**config.mk**
```make
export PLATFORM = sky130hd
export DESIGN_NAME = fenced_page_bump_allocator_flat
export DESIGN_NICKNAME = d
export VERILOG_FILES = /design/src/hdl/fpba_pkg.sv /design/src/hdl/fpba_in_if.sv /design/src/hdl/fpba_out_if.sv /design/src/hdl/fpba_alu.sv /design/src/hdl/fenced_page_bump_allocator.sv /design/src/flat_wrapper.sv
export SDC_FILE = /design/constraint.sdc
export NUM_CORES = 2
export LEC_CHECK = 0
export BUFFER_PORTS_ARGS = -buffer_cell sky130_fd_sc_hd__clkbuf_2
export CAP_MARGIN = 20
export CORE_MARGIN = 5
export CORE_UTILIZATION = 36
export CTS_CLUSTER_DIAMETER = 200
export DETAILED_ROUTE_END_ITERATION = 16
export PLACE_DENSITY_LB_ADDON = 0.08
export SYNTH_ARGS = -nofsm -noshare
export SYNTH_HDL_FRONTEND = slang
export SYNTH_SLANG_ARGS = --single-unit
```
**constraint.sdc**
```tcl
create_clock -name clk_i -period 14.9 [get_ports clk_i]
set_input_delay 1.49 -clock clk_i [delete_from_list [all_inputs] [get_ports clk_i]]
set_output_delay 1.49 -clock clk_i [all_outputs]
set_load 0.1 [all_outputs]
```
**src/hdl/fpba_pkg.sv**
```systemverilog
// ----------------------------------------------------------------------------
// fpba_pkg
// Shared types and constants for the fenced page bump allocator.
// ----------------------------------------------------------------------------
`timescale 1ns / 1ps
`default_nettype none

package fpba_pkg;

  localparam int unsigned MAX_PAGES_DFLT = 16;

  localparam int unsigned OP_W     = 2;
  localparam int unsigned PAGE_W   = 23;  // page size / request size
  localparam int unsigned ALIGN_W  = 5;
  localparam int unsigned FENCE_W  = 64;
  localparam int unsigned STATUS_W = 2;
  localparam int unsigned IDX_W    = 4;   // reported page index
  localparam int unsigned OFS_W    = 22;  // reported byte offset

  localparam logic [PAGE_W-1:0] PAGE_BYTES_RST = PAGE_W'(2097152);

  localparam int unsigned ALU_W = 64;

  localparam logic [OP_W-1:0] OP_ALLOC = 2'd0;
  localparam logic [OP_W-1:0] OP_BEGIN = 2'd1;
  localparam logic [OP_W-1:0] OP_END   = 2'd2;

  typedef enum logic [STATUS_W-1:0] {
    ST_OK        = 2'd0,
    ST_OVERSIZE  = 2'd1,
    ST_EXHAUSTED = 2'd2
  } status_e;

  typedef enum logic {
    ALU_ADD,
    ALU_SUB
  } alu_op_e;

  typedef struct packed {
    alu_op_e            op;
    logic [ALU_W-1:0]   a;
    logic [ALU_W-1:0]   b;
  } alu_req_t;

  typedef struct packed {
    logic [ALU_W-1:0]   sum;
    logic               carry;  // on subtract: set when a >= b
  } alu_res_t;

endpackage

`default_nettype wire

```
**src/hdl/fpba_in_if.sv**
```systemverilog
// ----------------------------------------------------------------------------
// fpba_in_if
// Request channel: one command word per handshake.
// ----------------------------------------------------------------------------
`timescale 1ns / 1ps
`default_nettype none

interface fpba_in_if;
  import fpba_pkg::*;

  logic                valid;
  logic                ready;
  logic [OP_W-1:0]     operation;
  logic [PAGE_W-1:0]   request_bytes;
  logic [ALIGN_W-1:0]  align_log2;
  logic [FENCE_W-1:0]  fence_value;

  modport source (output valid, operation, request_bytes, align_log2, fence_value,
                  input ready);
  modport sink   (input valid, operation, request_bytes, align_log2, fence_value,
                  output ready);
endinterface

`default_nettype wire

```
**src/hdl/fpba_out_if.sv**
```systemverilog
// ----------------------------------------------------------------------------
// fpba_out_if
// Response channel: one result word per handshake.
// ----------------------------------------------------------------------------
`timescale 1ns / 1ps
`default_nettype none

interface fpba_out_if;
  import fpba_pkg::*;

  logic                 valid;
  logic                 ready;
  logic [STATUS_W-1:0]  status;
  logic [IDX_W-1:0]     page_index;
  logic [OFS_W-1:0]     byte_offset;

  modport source (output valid, status, page_index, byte_offset, input ready);
  modport sink   (input valid, status, page_index, byte_offset, output ready);
endinterface

`default_nettype wire

```
**src/hdl/fpba_alu.sv**
```systemverilog
// ----------------------------------------------------------------------------
// fpba_alu
// Shared 64-bit add / subtract-compare unit used by the allocator sequencer.
// ----------------------------------------------------------------------------
`timescale 1ns / 1ps
`default_nettype none

module fpba_alu (
  input  fpba_pkg::alu_req_t req_i,
  output fpba_pkg::alu_res_t res_o
);
  import fpba_pkg::*;

  logic             sub;
  logic [ALU_W-1:0] b_eff;
  logic [ALU_W:0]   full;

  always_comb begin
    sub   = (req_i.op == ALU_SUB);
    b_eff = sub ? ~req_i.b : req_i.b;
    full  = {1'b0, req_i.a} + {1'b0, b_eff} + {{ALU_W{1'b0}}, sub};
    res_o.sum   = full[ALU_W-1:0];
    res_o.carry = full[ALU_W];
  end

endmodule

`default_nettype wire

```
**src/hdl/fenced_page_bump_allocator.sv**
```systemverilog
// ----------------------------------------------------------------------------
// fenced_page_bump_allocator
// Bump allocator over a pool of equal-size pages with fence-based recycling.
// ----------------------------------------------------------------------------
// Begin, unused codes, oversize and end with no open page go from decode straight to the
//   result; an allocate aligns, sums and checks fit, and one that needs a page drains
//   completed pending pages and then obtains one; end moves retired pages to pending.
// Throughput: one word at a time; the next word is taken the cycle after the
//   result is loaded into the output register, which waits while that register is full.
// Reset clears control state and sets page_bytes to 2097152; queues read only where written.
`timescale 1ns / 1ps
`default_nettype none

module fenced_page_bump_allocator #(
  parameter int unsigned MAX_PAGES = fpba_pkg::MAX_PAGES_DFLT
) (
  input  logic                          clk_i,
  input  logic                          rst_ni,
  fpba_in_if.sink                       req_i,
  fpba_out_if.source                    rsp_o,
  input  logic                          cfg_we_i,
  input  logic [fpba_pkg::PAGE_W-1:0]   cfg_wdata_i
);
  import fpba_pkg::*;

  localparam int unsigned PW  = (MAX_PAGES > 1) ? $clog2(MAX_PAGES) : 1;
  localparam int unsigned CW  = $clog2(MAX_PAGES + 1);
  localparam int unsigned AW  = 33;  // aligned offset / end offset

  typedef enum logic [3:0] {
    S_IDLE, S_DECODE, S_ALIGN, S_SUM, S_FIT, S_DRAIN_RD, S_DRAIN_CMP,
    S_OBTAIN, S_END_RD, S_END_WR, S_RESP
  } state_e;

  function automatic logic [PW-1:0] wrap_inc(input logic [PW-1:0] p);
    return (p == PW'(MAX_PAGES - 1)) ? '0 : p + PW'(1);
  endfunction

  function automatic logic [PW-1:0] ring_slot(input logic [PW-1:0] head,
                                              input logic [CW-1:0] cnt);
    logic [CW:0] s;
    s = (CW+1)'(head) + (CW+1)'(cnt);
    if (s >= (CW+1)'(MAX_PAGES)) s = s - (CW+1)'(MAX_PAGES);
    return s[PW-1:0];
  endfunction

  state_e               state_q;

  // captured command word
  logic [OP_W-1:0]      op_q;
  logic [PAGE_W-1:0]    req_q;
  logic [ALIGN_W-1:0]   lg_q;
  logic [FENCE_W-1:0]   fence_q;

  // allocator state
  logic [PAGE_W-1:0]    page_bytes_q;
  logic                 open_valid_q;
  logic [PW-1:0]        open_page_q;
  logic [PAGE_W-1:0]    fill_q;
  logic [CW-1:0]        frc_q;
  logic [PW-1:0]        pend_head_q;
  logic [CW-1:0]        pend_count_q;
  logic [PW-1:0]        free_head_q;
  logic [CW-1:0]        free_count_q;
  logic [CW-1:0]        pages_made_q;
  logic [FENCE_W-1:0]   done_fence_q;

  // working registers
  logic [AW-1:0]        aligned_q;
  logic [AW-1:0]        end_q;
  logic [CW-1:0]        idx_q;

  // pending result and output register
  status_e              res_status_q;
  logic [IDX_W-1:0]     res_page_q;
  logic [OFS_W-1:0]     res_ofs_q;
  logic                 out_valid_q;
  status_e              out_status_q;
  logic [IDX_W-1:0]     out_page_q;
  logic [OFS_W-1:0]     out_ofs_q;

  // queues
  logic [PW-1:0]        ret_mem       [MAX_PAGES];
  logic [FENCE_W-1:0]   pend_fence_mem[MAX_PAGES];
  logic [PW-1:0]        pend_page_mem [MAX_PAGES];
  logic [PW-1:0]        free_mem      [MAX_PAGES];
  logic [PW-1:0]        ret_rd_q;
  logic [FENCE_W-1:0]   pend_fence_rd_q;
  logic [PW-1:0]        pend_page_rd_q;
  logic [PW-1:0]        free_rd_q;

  alu_req_t             alu_req;
  alu_res_t             alu_res;
  logic [ALU_W-1:0]     align_mask;
  logic                 got_page;
  logic [PW-1:0]        new_page;
  logic                 ret_room;
  logic                 ret_we;
  logic                 pend_we;
  logic                 free_we;
  logic                 in_acc;

  fpba_alu u_alu (
    .req_i (alu_req),
    .res_o (alu_res)
  );

  assign in_acc       = req_i.valid && req_i.ready;
  assign req_i.ready  = (state_q == S_IDLE);
  assign rsp_o.valid       = out_valid_q;
  assign rsp_o.status      = out_status_q;
  assign rsp_o.page_index  = out_page_q;
  assign rsp_o.byte_offset = out_ofs_q;

  always_comb begin
    align_mask = ~({ALU_W{1'b1}} << lg_q);
    got_page   = (free_count_q != '0) || (pages_made_q < CW'(MAX_PAGES));
    new_page   = (free_count_q != '0) ? free_rd_q : pages_made_q[PW-1:0];
    ret_room   = open_valid_q && (frc_q < CW'(MAX_PAGES));

    alu_req.op = ALU_ADD;
    alu_req.a  = '0;
    alu_req.b  = '0;
    case (state_q)
      S_DECODE: begin
        alu_req.op = ALU_SUB;
        alu_req.a  = ALU_W'(page_bytes_q);
        alu_req.b  = ALU_W'(req_q);
      end
      S_ALIGN: begin
        alu_req.a = ALU_W'(fill_q);
        alu_req.b = align_mask;
      end
      S_SUM: begin
        alu_req.a = ALU_W'(aligned_q);
        alu_req.b = ALU_W'(req_q);
      end
      S_FIT: begin
        alu_req.op = ALU_SUB;
        alu_req.a  = ALU_W'(page_bytes_q);
        alu_req.b  = ALU_W'(end_q);
      end
      S_DRAIN_CMP: begin
        alu_req.op = ALU_SUB;
        alu_req.a  = done_fence_q;
        alu_req.b  = pend_fence_rd_q;
      end
      default: ;
    endcase

    ret_we  = ((state_q == S_DECODE) && (op_q == OP_END) && ret_room) ||
              ((state_q == S_OBTAIN) && got_page && ret_room);
    pend_we = (state_q == S_END_WR) && (pend_count_q < CW'(MAX_PAGES));
    free_we = (state_q == S_DRAIN_CMP) && alu_res.carry &&
              (free_count_q < CW'(MAX_PAGES));
  end

  // retired list of the current frame
  always_ff @(posedge clk_i) begin
    if (ret_we) ret_mem[frc_q[PW-1:0]] <= open_page_q;
    ret_rd_q <= ret_mem[idx_q[PW-1:0]];
  end

  // pages waiting on a fence
  always_ff @(posedge clk_i) begin
    if (pend_we) begin
      pend_fence_mem[ring_slot(pend_head_q, pend_count_q)] <= fence_q;
      pend_page_mem[ring_slot(pend_head_q, pend_count_q)]  <= ret_rd_q;
    end
    pend_fence_rd_q <= pend_fence_mem[pend_head_q];
    pend_page_rd_q  <= pend_page_mem[pend_head_q];
  end

  // recycled pages
  always_ff @(posedge clk_i) begin
    if (free_we) free_mem[ring_slot(free_head_q, free_count_q)] <= pend_page_rd_q;
    free_rd_q <= free_mem[free_head_q];
  end

  always_ff @(posedge clk_i or negedge rst_ni) begin
    if (!rst_ni) begin
      state_q      <= S_IDLE;
      op_q         <= '0;
      req_q        <= '0;
      lg_q         <= '0;
      fence_q      <= '0;
      page_bytes_q <= PAGE_BYTES_RST;
      open_valid_q <= 1'b0;
      open_page_q  <= '0;
      fill_q       <= '0;
      frc_q        <= '0;
      pend_head_q  <= '0;
      pend_count_q <= '0;
      free_head_q  <= '0;
      free_count_q <= '0;
      pages_made_q <= '0;
      done_fence_q <= '0;
      aligned_q    <= '0;
      end_q        <= '0;
      idx_q        <= '0;
      res_status_q <= ST_OK;
      res_page_q   <= '0;
      res_ofs_q    <= '0;
      out_valid_q  <= 1'b0;
      out_status_q <= ST_OK;
      out_page_q   <= '0;
      out_ofs_q    <= '0;
    end else begin
      if (cfg_we_i) page_bytes_q <= cfg_wdata_i;
      // in S_RESP the output register is handled below
      if (out_valid_q && rsp_o.ready && (state_q != S_RESP)) out_valid_q <= 1'b0;

      case (state_q)
        S_IDLE: begin
          if (in_acc) begin
            op_q         <= req_i.operation;
            req_q        <= req_i.request_bytes;
            lg_q         <= req_i.align_log2;
            fence_q      <= req_i.fence_value;
            res_status_q <= ST_OK;
            res_page_q   <= '0;
            res_ofs_q    <= '0;
            state_q      <= S_DECODE;
          end
        end
        S_DECODE: begin
          case (op_q)
            OP_ALLOC: begin
              if (!alu_res.carry) begin
                res_status_q <= ST_OVERSIZE;
                state_q      <= S_RESP;
              end else begin
                state_q <= S_ALIGN;
              end
            end
            OP_BEGIN: begin
              done_fence_q <= fence_q;
              state_q      <= S_RESP;
            end
            OP_END: begin
              if (open_valid_q) begin
                if (ret_room) frc_q <= frc_q + CW'(1);
                open_valid_q <= 1'b0;
                idx_q        <= '0;
                state_q      <= S_END_RD;
              end else begin
                state_q <= S_RESP;
              end
            end
            default: state_q <= S_RESP;
          endcase
        end
        S_ALIGN: begin
          aligned_q <= alu_res.sum[AW-1:0] & ~align_mask[AW-1:0];
          state_q   <= S_SUM;
        end
        S_SUM: begin
          end_q   <= alu_res.sum[AW-1:0];
          state_q <= S_FIT;
        end
        S_FIT: begin
          if (open_valid_q && alu_res.carry) begin
            fill_q     <= end_q[PAGE_W-1:0];
            res_page_q <= IDX_W'(open_page_q);
            res_ofs_q  <= aligned_q[OFS_W-1:0];
            state_q    <= S_RESP;
          end else begin
            state_q <= S_DRAIN_RD;
          end
        end
        S_DRAIN_RD: begin
          // head entry is being read this cycle
          state_q <= (pend_count_q != '0) ? S_DRAIN_CMP : S_OBTAIN;
        end
        S_DRAIN_CMP: begin
          if (alu_res.carry) begin
            if (free_count_q < CW'(MAX_PAGES)) free_count_q <= free_count_q + CW'(1);
            pend_head_q  <= wrap_inc(pend_head_q);
            pend_count_q <= pend_count_q - CW'(1);
            state_q      <= S_DRAIN_RD;
          end else begin
            state_q <= S_OBTAIN;
          end
        end
        S_OBTAIN: begin
          if (got_page) begin
            if (free_count_q != '0) begin
              free_head_q  <= wrap_inc(free_head_q);
              free_count_q <= free_count_q - CW'(1);
            end else begin
              pages_made_q <= pages_made_q + CW'(1);
            end
            if (ret_room) frc_q <= frc_q + CW'(1);
            open_page_q  <= new_page;
            open_valid_q <= 1'b1;
            fill_q       <= req_q;
            res_page_q   <= IDX_W'(new_page);
          end else begin
            res_status_q <= ST_EXHAUSTED;
          end
          state_q <= S_RESP;
        end
        S_END_RD: begin
          if (idx_q == frc_q) begin
            frc_q   <= '0;
            state_q <= S_RESP;
          end else begin
            state_q <= S_END_WR;
          end
        end
        S_END_WR: begin
          if (pend_we) pend_count_q <= pend_count_q + CW'(1);
          idx_q   <= idx_q + CW'(1);
          state_q <= S_END_RD;
        end
        S_RESP: begin
          if (!out_valid_q || rsp_o.ready) begin
            out_valid_q  <= 1'b1;
            out_status_q <= res_status_q;
            out_page_q   <= res_page_q;
            out_ofs_q    <= res_ofs_q;
            state_q      <= S_IDLE;
          end
        end
        default: state_q <= S_IDLE;
      endcase
    end
  end

  // ---- assertions ----
  a_pool_bounds: assert property (@(posedge clk_i) disable iff (!rst_ni)
    (pages_made_q <= CW'(MAX_PAGES)) && (free_count_q <= pages_made_q))
    else $error("page pool counters out of range");

  a_open_drop: assert property (@(posedge clk_i) disable iff (!rst_ni)
    $fell(open_valid_q) |-> ($past(state_q) == S_DECODE) && ($past(op_q) == OP_END))
    else $error("open page dropped outside an end word");

  a_err_payload: assert property (@(posedge clk_i) disable iff (!rst_ni)
    (out_valid_q && (out_status_q != ST_OK)) |-> (out_page_q == '0) && (out_ofs_q == '0))
    else $error("error result carries a page or offset");

  a_retired_open: assert property (@(posedge clk_i) disable iff (!rst_ni)
    ((state_q == S_IDLE) && (frc_q != '0)) |-> open_valid_q)
    else $error("retired pages without an open page");

endmodule

`default_nettype wire
```
**src/flat_wrapper.sv**
```systemverilog
// flat-port wrapper written by rule: the top's interface ports become plain ports
module fenced_page_bump_allocator_flat import fpba_pkg::*;
#(
  parameter int unsigned MAX_PAGES = fpba_pkg::MAX_PAGES_DFLT
)
  (clk_i, rst_ni, cfg_we_i, cfg_wdata_i, req_i_valid, req_i_operation, req_i_request_bytes, req_i_align_log2, req_i_fence_value, req_i_ready, rsp_o_valid, rsp_o_status, rsp_o_page_index, rsp_o_byte_offset, rsp_o_ready);
  fpba_in_if req_i_i ();
  fpba_out_if rsp_o_i ();
  input  logic clk_i;
  input  logic rst_ni;
  input  logic cfg_we_i;
  input  logic [fpba_pkg::PAGE_W-1:0] cfg_wdata_i;
  input wire logic [$bits(req_i_i.valid)-1:0] req_i_valid;
  input wire logic [$bits(req_i_i.operation)-1:0] req_i_operation;
  input wire logic [$bits(req_i_i.request_bytes)-1:0] req_i_request_bytes;
  input wire logic [$bits(req_i_i.align_log2)-1:0] req_i_align_log2;
  input wire logic [$bits(req_i_i.fence_value)-1:0] req_i_fence_value;
  output wire logic [$bits(req_i_i.ready)-1:0] req_i_ready;
  output wire logic [$bits(rsp_o_i.valid)-1:0] rsp_o_valid;
  output wire logic [$bits(rsp_o_i.status)-1:0] rsp_o_status;
  output wire logic [$bits(rsp_o_i.page_index)-1:0] rsp_o_page_index;
  output wire logic [$bits(rsp_o_i.byte_offset)-1:0] rsp_o_byte_offset;
  input wire logic [$bits(rsp_o_i.ready)-1:0] rsp_o_ready;
  assign req_i_i.valid = req_i_valid;
  assign req_i_i.operation = req_i_operation;
  assign req_i_i.request_bytes = req_i_request_bytes;
  assign req_i_i.align_log2 = req_i_align_log2;
  assign req_i_i.fence_value = req_i_fence_value;
  assign req_i_ready = req_i_i.ready;
  assign rsp_o_valid = rsp_o_i.valid;
  assign rsp_o_status = rsp_o_i.status;
  assign rsp_o_page_index = rsp_o_i.page_index;
  assign rsp_o_byte_offset = rsp_o_i.byte_offset;
  assign rsp_o_i.ready = rsp_o_ready;
  fenced_page_bump_allocator #(.MAX_PAGES(MAX_PAGES)) u_core (.clk_i(clk_i), .rst_ni(rst_ni), .req_i(req_i_i), .rsp_o(rsp_o_i), .cfg_we_i(cfg_we_i), .cfg_wdata_i(cfg_wdata_i));
endmodule
```
# After elaboration in Yosys (flattened, before gate mapping)

Memory sizes are Yosys's and may differ from the RTL's. A register that Yosys moved wholly into a read port is not among the register bits.
Index checks and enable logic that the tools add are counted.
Widths: inputs -> output; s select.

Bits in registers: 369
Latch bits: 0
Memory bits (writable): 1216
ROM bits: 0
Input port bits: 122
Output and inout bits: 30
Word-level logic and storage cells: 198
Memories: 4

Add/subtract/negate cells: 15
$mul: 0
Divide/modulo/power cells: 0
$lt $le $gt $ge: 6
Eq/ne operators: 30
Shift-type cells: 1
Mux-type cells: 64
Bitwise operators: 5
Reduce and logical (&&, ||, !) cells: 47

Memories:

| memory                | depth | width | read ports | clocked after memory_dff | wr ports | line                             | text |
|---|---|---|---|---|---|---|---|
| u_core.pend_fence_mem | 16    | 64    | 1          | 1                        | 1        | fenced_page_bump_allocator.sv:84 | `logic [FENCE_W-1:0] pend_fence_mem[MAX_PAGES];` |
| u_core.free_mem       | 16    | 4     | 1          | 1                        | 1        | fenced_page_bump_allocator.sv:86 | `logic [PW-1:0] free_mem [MAX_PAGES];` |
| u_core.pend_page_mem  | 16    | 4     | 1          | 1                        | 1        | fenced_page_bump_allocator.sv:85 | `logic [PW-1:0] pend_page_mem [MAX_PAGES];` |
| u_core.ret_mem        | 16    | 4     | 1          | 1                        | 1        | fenced_page_bump_allocator.sv:83 | `logic [PW-1:0] ret_mem [MAX_PAGES];` |

Operator list:

| operator              | number |
|---|---|
| $pmux 128 s5          | 1 |
| $not 64->64           | 2 |
| $add 64x64->65        | 1 |
| $add 65x1->65         | 1 |
| $mux 5                | 13 |
| $mux 64               | 1 |
| $shl 64x5->64 const A | 1 |
| $mux 4                | 14 |
| $mux 23               | 2 |
| $pmux 23 s2           | 1 |
| $mux 22               | 2 |
| $pmux 22 s2           | 1 |
| $pmux 4 s11           | 1 |
| $and 33x33->33        | 1 |
| $not 33->33           | 1 |
| $pmux 5 s2            | 3 |
| $add 5x1->5 const B   | 5 |
| $reduce_and 3->1      | 7 |
| $eq 4x4->1 const B    | 5 |
| $lt 5x5->1 const B    | 4 |
| $eq 4x3->1 const B    | 4 |
| $ne 2x2->1 const B    | 8 |
| $pmux 5 s3            | 1 |
| $reduce_and 5->1      | 3 |
| other kinds (30)      | 85 |

# Logic depth before layout (Yosys ltp)

Word-level depth: 11
Gate-level depth with buffers: 24
Depth with buffers taken out: 17

# Hierarchy

A second synthesis with hierarchy kept.

Cells, all modules: 4177
Area, all modules: 69461.6 sq um

By module, submodules not included:

| module                     | times used | cells each | area each (sq um) | sequential area each (sq um) |
|---|---|---|---|---|
| fenced_page_bump_allocator | 1          | 3548       | 65156.2           | 47271.6 |
| fpba_alu                   | 1          | 629        | 4305.4            | 0.0 |

# Least setup slack after synthesis

No wires, ideal clock.

Kind: register to register
Start: reg u_core.state_q[0]
End: mem u_core.pend_fence_mem[0][0], enable pin
Setup time: 0.494 ns
Arrival: 4.881 ns
Required time: 14.406 ns
Setup slack: 9.524 ns
Stages on the path, launching flop included: 9
Buffers on the path: 2
Clock period less this slack: 5.376 ns
Cells stage by stage: dfrtp_1 > buf_2 > clkbuf_1 > nand2b_1 > nand2b_1 > inv_1 > ha_1 > or3b_2 > nor2_1

Longest elaborated chain between the ends: 4

Ends and longest elaborated chain:

| what                         | line                              | text |
|---|---|---|
| from (decl)                  | fenced_page_bump_allocator.sv:47  | `state_e state_q;` |
| from (signal assigned)       | fenced_page_bump_allocator.sv:273 | `state_q <= (pend_count_q != '0) ? S_DRAIN_CMP : S_OBTAIN;` |
| $eq 4x4->1                   | fenced_page_bump_allocator.sv:153 | `pend_we = (state_q == S_END_WR) && (pend_count_q < CW'(MAX_PAGES));` |
| $logic_and 1x1->1            | fenced_page_bump_allocator.sv:153 |  |
| $mux 1                       | fenced_page_bump_allocator.sv:166 | `if (pend_we) begin` |
| $mux 1 (implied by the code) | fenced_page_bump_allocator.sv:167 | `pend_fence_mem[ring_slot(pend_head_q, pend_count_q)] <= fence_q;` |
| to (decl)                    | fenced_page_bump_allocator.sv:84  |  |

No other way between the ends.

# Worst setup path in the final report

Start: reg u_core.state_q[1]
End: reg u_core.fill_q[22]

Longest elaborated chain between the ends: 9
Elaborated cells on any way between the ends: 19
Classes of those cells: 2 x add/sub; 8 x eq/ne; 4 x mux; 1 x bitwise; 4 x reduce/logical

Ends and longest elaborated chain:

| what                                                   | line                                              | text |
|---|---|---|
| $eq 4x3->1 (tied with other cells)                     | fenced_page_bump_allocator.sv:124                 | `case (state_q)` |
| $pmux 128 s5 / $reduce_or 3->1 (equally long branches) | n/a                                               |  |
| $not 64->64 / $mux 1 (equally long branches)           | fpba_alu.sv:20, fenced_page_bump_allocator.sv:124 |  |
| $mux 64                                                | fpba_alu.sv:20                                    | `b_eff = sub ? ~req_i.b : req_i.b;` |
| $add 64x64->65                                         | fpba_alu.sv:21                                    | `full = {1'b0, req_i.a} + {1'b0, b_eff} + {{ALU_W{1'b0}}, sub};` |
| $add 65x1->65                                          | fpba_alu.sv:21                                    |  |
| $logic_and 1x1->1                                      | fenced_page_bump_allocator.sv:262                 | `if (open_valid_q && alu_res.carry) begin` |
| $ne 2x1->1 (no line)                                   | n/a                                               |  |
| $reduce_and 3->1 (no line)                             | n/a                                               |  |
| to (signal assigned)                                   | fenced_page_bump_allocator.sv:263                 | `fill_q <= end_q[PAGE_W-1:0];` |
| to (signal assigned)                                   | fenced_page_bump_allocator.sv:296                 | `fill_q <= req_q;` |
| to (decl)                                              | fenced_page_bump_allocator.sv:59                  | `logic [PAGE_W-1:0] fill_q;` |

Several ways; a longest one is shown, not always the timed one.
A chain may end at the register's enable or synchronous reset.

==> results.ini <==
[yosys]
synth.most_common_cell = edfxtp_1
yosys-top-cells-area = edfxtp_1 54%, dfrtp_1 14%, mux4_2 12%
synth_nets = 3949
synth_top_family_by_area = multiplexers
ys_warn_count = 0
synthArstFlopShare_pct = 22.2
yosysSeqAreaShare_pct = 70.3
synth-compound-area-share_pct = 4.69
ys_types = 81
synth-simple-area-share_pct = 3.66
synth.avg_cell_area_um2 = 18.0
synth_top_cell_by_area = edfxtp_1
ys_seq_elements = 1661
netlist_instances = 3738
synth_fa_ha_area_share_pct = 1.71
synth_ff_type = edfxtp_1
synth_xor_area_share_pct = 0.833
synth_top_cell_area_share_pct = 54.3
syn_area_um2 = 67300
muxShareOfSynthArea_pct = 17.3
synth-edff-count = 1216
yosys-top-cells-count = 1216 x edfxtp_1, 368 x dfrtp_1, 368 x mux4_2, 250 x mux2_2, 209 x nand2_1

[placement]
dp_hpwl_um = 105000
finalWeightedCongestion = 0.858
portBuffers = 151
place_ws_ps = 7530

[cells_and_area]
area_growth_pct = 14.9
fin_util_pct = 41.6
nNetsFinal = 4155
fill_cells = 16600
final_layout_size_suffix_gt1_share_pct = 29.1

[floorplanning]
die_x_um = 442
io_pins = 152
start_util_pct = 36.2
rows = 158
core_um2 = 186000
die_h_um = 442
die-area_um2 = 196000

[cts]
cts_setup_buffers = 0
cts-resized-gates = 0
cts_tree = done
clock_path_buffers = 3
htreeDepth = 4
clk_latency_ps = 820
cts_root_buf = clkbuf_16
cts-buffers-inserted = 182
clk_pin_slew_worst_paths_ps = 60
cts.sinks = 1661
hold_buffers = 0

[drt]
routed_via_density = 5.34
wl_per_cell_um = 27.5
num_vias = 35200
drt_iter0_drc = 2801
drt-total-wl_um = 181000
antenna_left = 0
drc = 0
firstDrtPassIters = 6

[sta]
finalCritPeriodShare_pct = 49.8
tightestPinTransition_ps = 1140
tns_ps = 0
fmax_mhz = 135
slew_headroom_pct = 23.8
rsz0062_at_grt = false
clock_skew_ps = 38.7
slew_viol_final = 0
worst_slack_ps = 7480
final.min_clock_period_ps = 7420
hold-worst-slack_ps = 483
setup_viol_count_final = 0
hold_viol = 0

[hold_path]
hold_path_class = reg2reg

[power_and_ir_drop]
power.total_w = 0.0131
power_per_cell_area_nw_per_um2 = 169
peakVddDrop_v = 0.000121
leakagePower_nw = 27.0

[setup_path]
worstSetupStartpointType = flip-flop
required_ps = 15570
path_cells = nor2b_4 -> and2_2 -> buf_4 -> a222oi_1 -> o21ai_0 -> o21ai_0 -> ha_1 -> a21oi_1 -> o211ai_1 -> a21oi_1 -> o22a_1 -> a21oi_1 -> o31ai_2 -> a211o_1 -> buf_4 -> nor2b_4 -> mux2_2
critPathMostFrequentCell = a21oi_1
crit_fanout = 53
cp.arrival_ps = 8090
slowest_delay_ps = 1000
cp-end-kind = flip-flop
critPathBufInv = 2
cpLargestDelayFamily = simple AND/OR/NAND/NOR gates
cp_slowest_cell = nor2b_4
criticalPathCategory = reg2reg

[global_route]
grt_pass1_vias = 36600
grt_max_degree = 115
antenna_found_initial = 9
grt_usage_pct = 18.3
grt_pass1_wl_um = 265000
gr-total-overflow = 0

[status]
status = finished clean

[run]
cap_viol_max_count = 0

## final timing paths
check | startpoint | endpoint | slack, ps | depth (start not counted)
max in group asynchronous | rst_ni | u_core.fence_q[18] | 12110 | 3
hold / removal | u_core.end_q[23] | u_core.end_q[23] | 480 | 2
hold reg to reg | u_core.end_q[23] | u_core.end_q[23] | 480 | 2
setup reg to reg | u_core.state_q[1] | u_core.fill_q[22] | 7480 | 17
setup / recovery | u_core.state_q[1] | u_core.fill_q[22] | 7480 | 17
min in group asynchronous | rst_ni | u_core.rsp_o.status[1] | 750 | 1
## flip-flops by register name (all words and copies together), names as in the netlist, 22 cells and up
register	flops
u_core.free_mem	64
u_core.page_bytes_q	23
u_core.pend_fence_rd_q	64
u_core.req_q	23
u_core.rsp_o.byte_offset	22
u_core.aligned_q	33
u_core.fence_q	64
u_core.fill_q	23
u_core.ret_mem	64
u_core.end_q	33
u_core.done_fence_q	64
u_core.pend_page_mem	64
u_core.res_ofs_q	22
u_core.pend_fence_mem	1024
## layout by cell type, fill, tap and decap left out, types with 84 or more instances in the layout
cell type / instances
a21oi_1: 93
clkbuf_16: 186
clkbuf_2: 150
dfrtp_1: 364
edfxtp_1: 1216
ha_1: 84
mux2_2: 250
mux4_2: 368
nand2_1: 206
o21ai_0: 168
## metal layers
layer / wire length [um] / vias to the layer above / track usage [%]
li1: - / 15300 / -
met1: 84100 / 18800 / 26.6
met2: 84800 / 853 / 29.2
met3: 8930 / 218 / 3.10
met4: 3080 / 0 / 3.89
met5: 0 / - / 0
## cells by family after synthesis
logic type,count (synthesis)
adder cells (fa/ha/maj),89
multiplexers,659
XOR/XNOR,64
buffers and inverters,262
AO/OA/AOI/OAI,487
AND/OR/NAND/NOR,516
flip-flops,1661
## area by class of cell
type / instances / area [um2] / area share (%)
sequential: 1661 / 47300 / 61.2
multi-input combinational: 1815 / 19100 / 24.7
clock buffer: 269 / 5310 / 6.87
tap: 2480 / 3100 / 4.01
timing repair buffer: 233 / 1410 / 1.82
clock inverter: 75 / 877 / 1.13
inverter: 51 / 191 / 0.248
antenna: 2 / 5.00 / 0.00648
## where the power goes
part           total, W  leakage [nW]  switching, W  internal [W]
Clock           0.00459          3.03       0.00186       0.00273
Sequential      0.00667          16.3      0.000835       0.00583
Combinational   0.00183          7.66       0.00113      0.000698
## through the flow
stage / std cells / cell area [um2]
2_1_floorplan: 3738 / 67300
3_3_place_gp: 6240 / 71100
3_5_place_dp: 6240 / 71100
4_1_cts: 6584 / 77300
5_1_grt: 6585 / 77300
6_report: 6586 / 77300
## worst reg2reg max path, stage by stage (launching register included)
cell	delay, ps
dfrtp_1	800
nor2b_4	940
and2_2	520
buf_4	630
a222oi_1	160
o21ai_0	160
o21ai_0	120
ha_1	400
a21oi_1	360
o211ai_1	150
a21oi_1	230
o22a_1	160
a21oi_1	100
o31ai_2	510
a211o_1	210
buf_4	370
nor2b_4	1020
mux2_2	450
No activity file was read; power rests on OpenSTA's default activity.
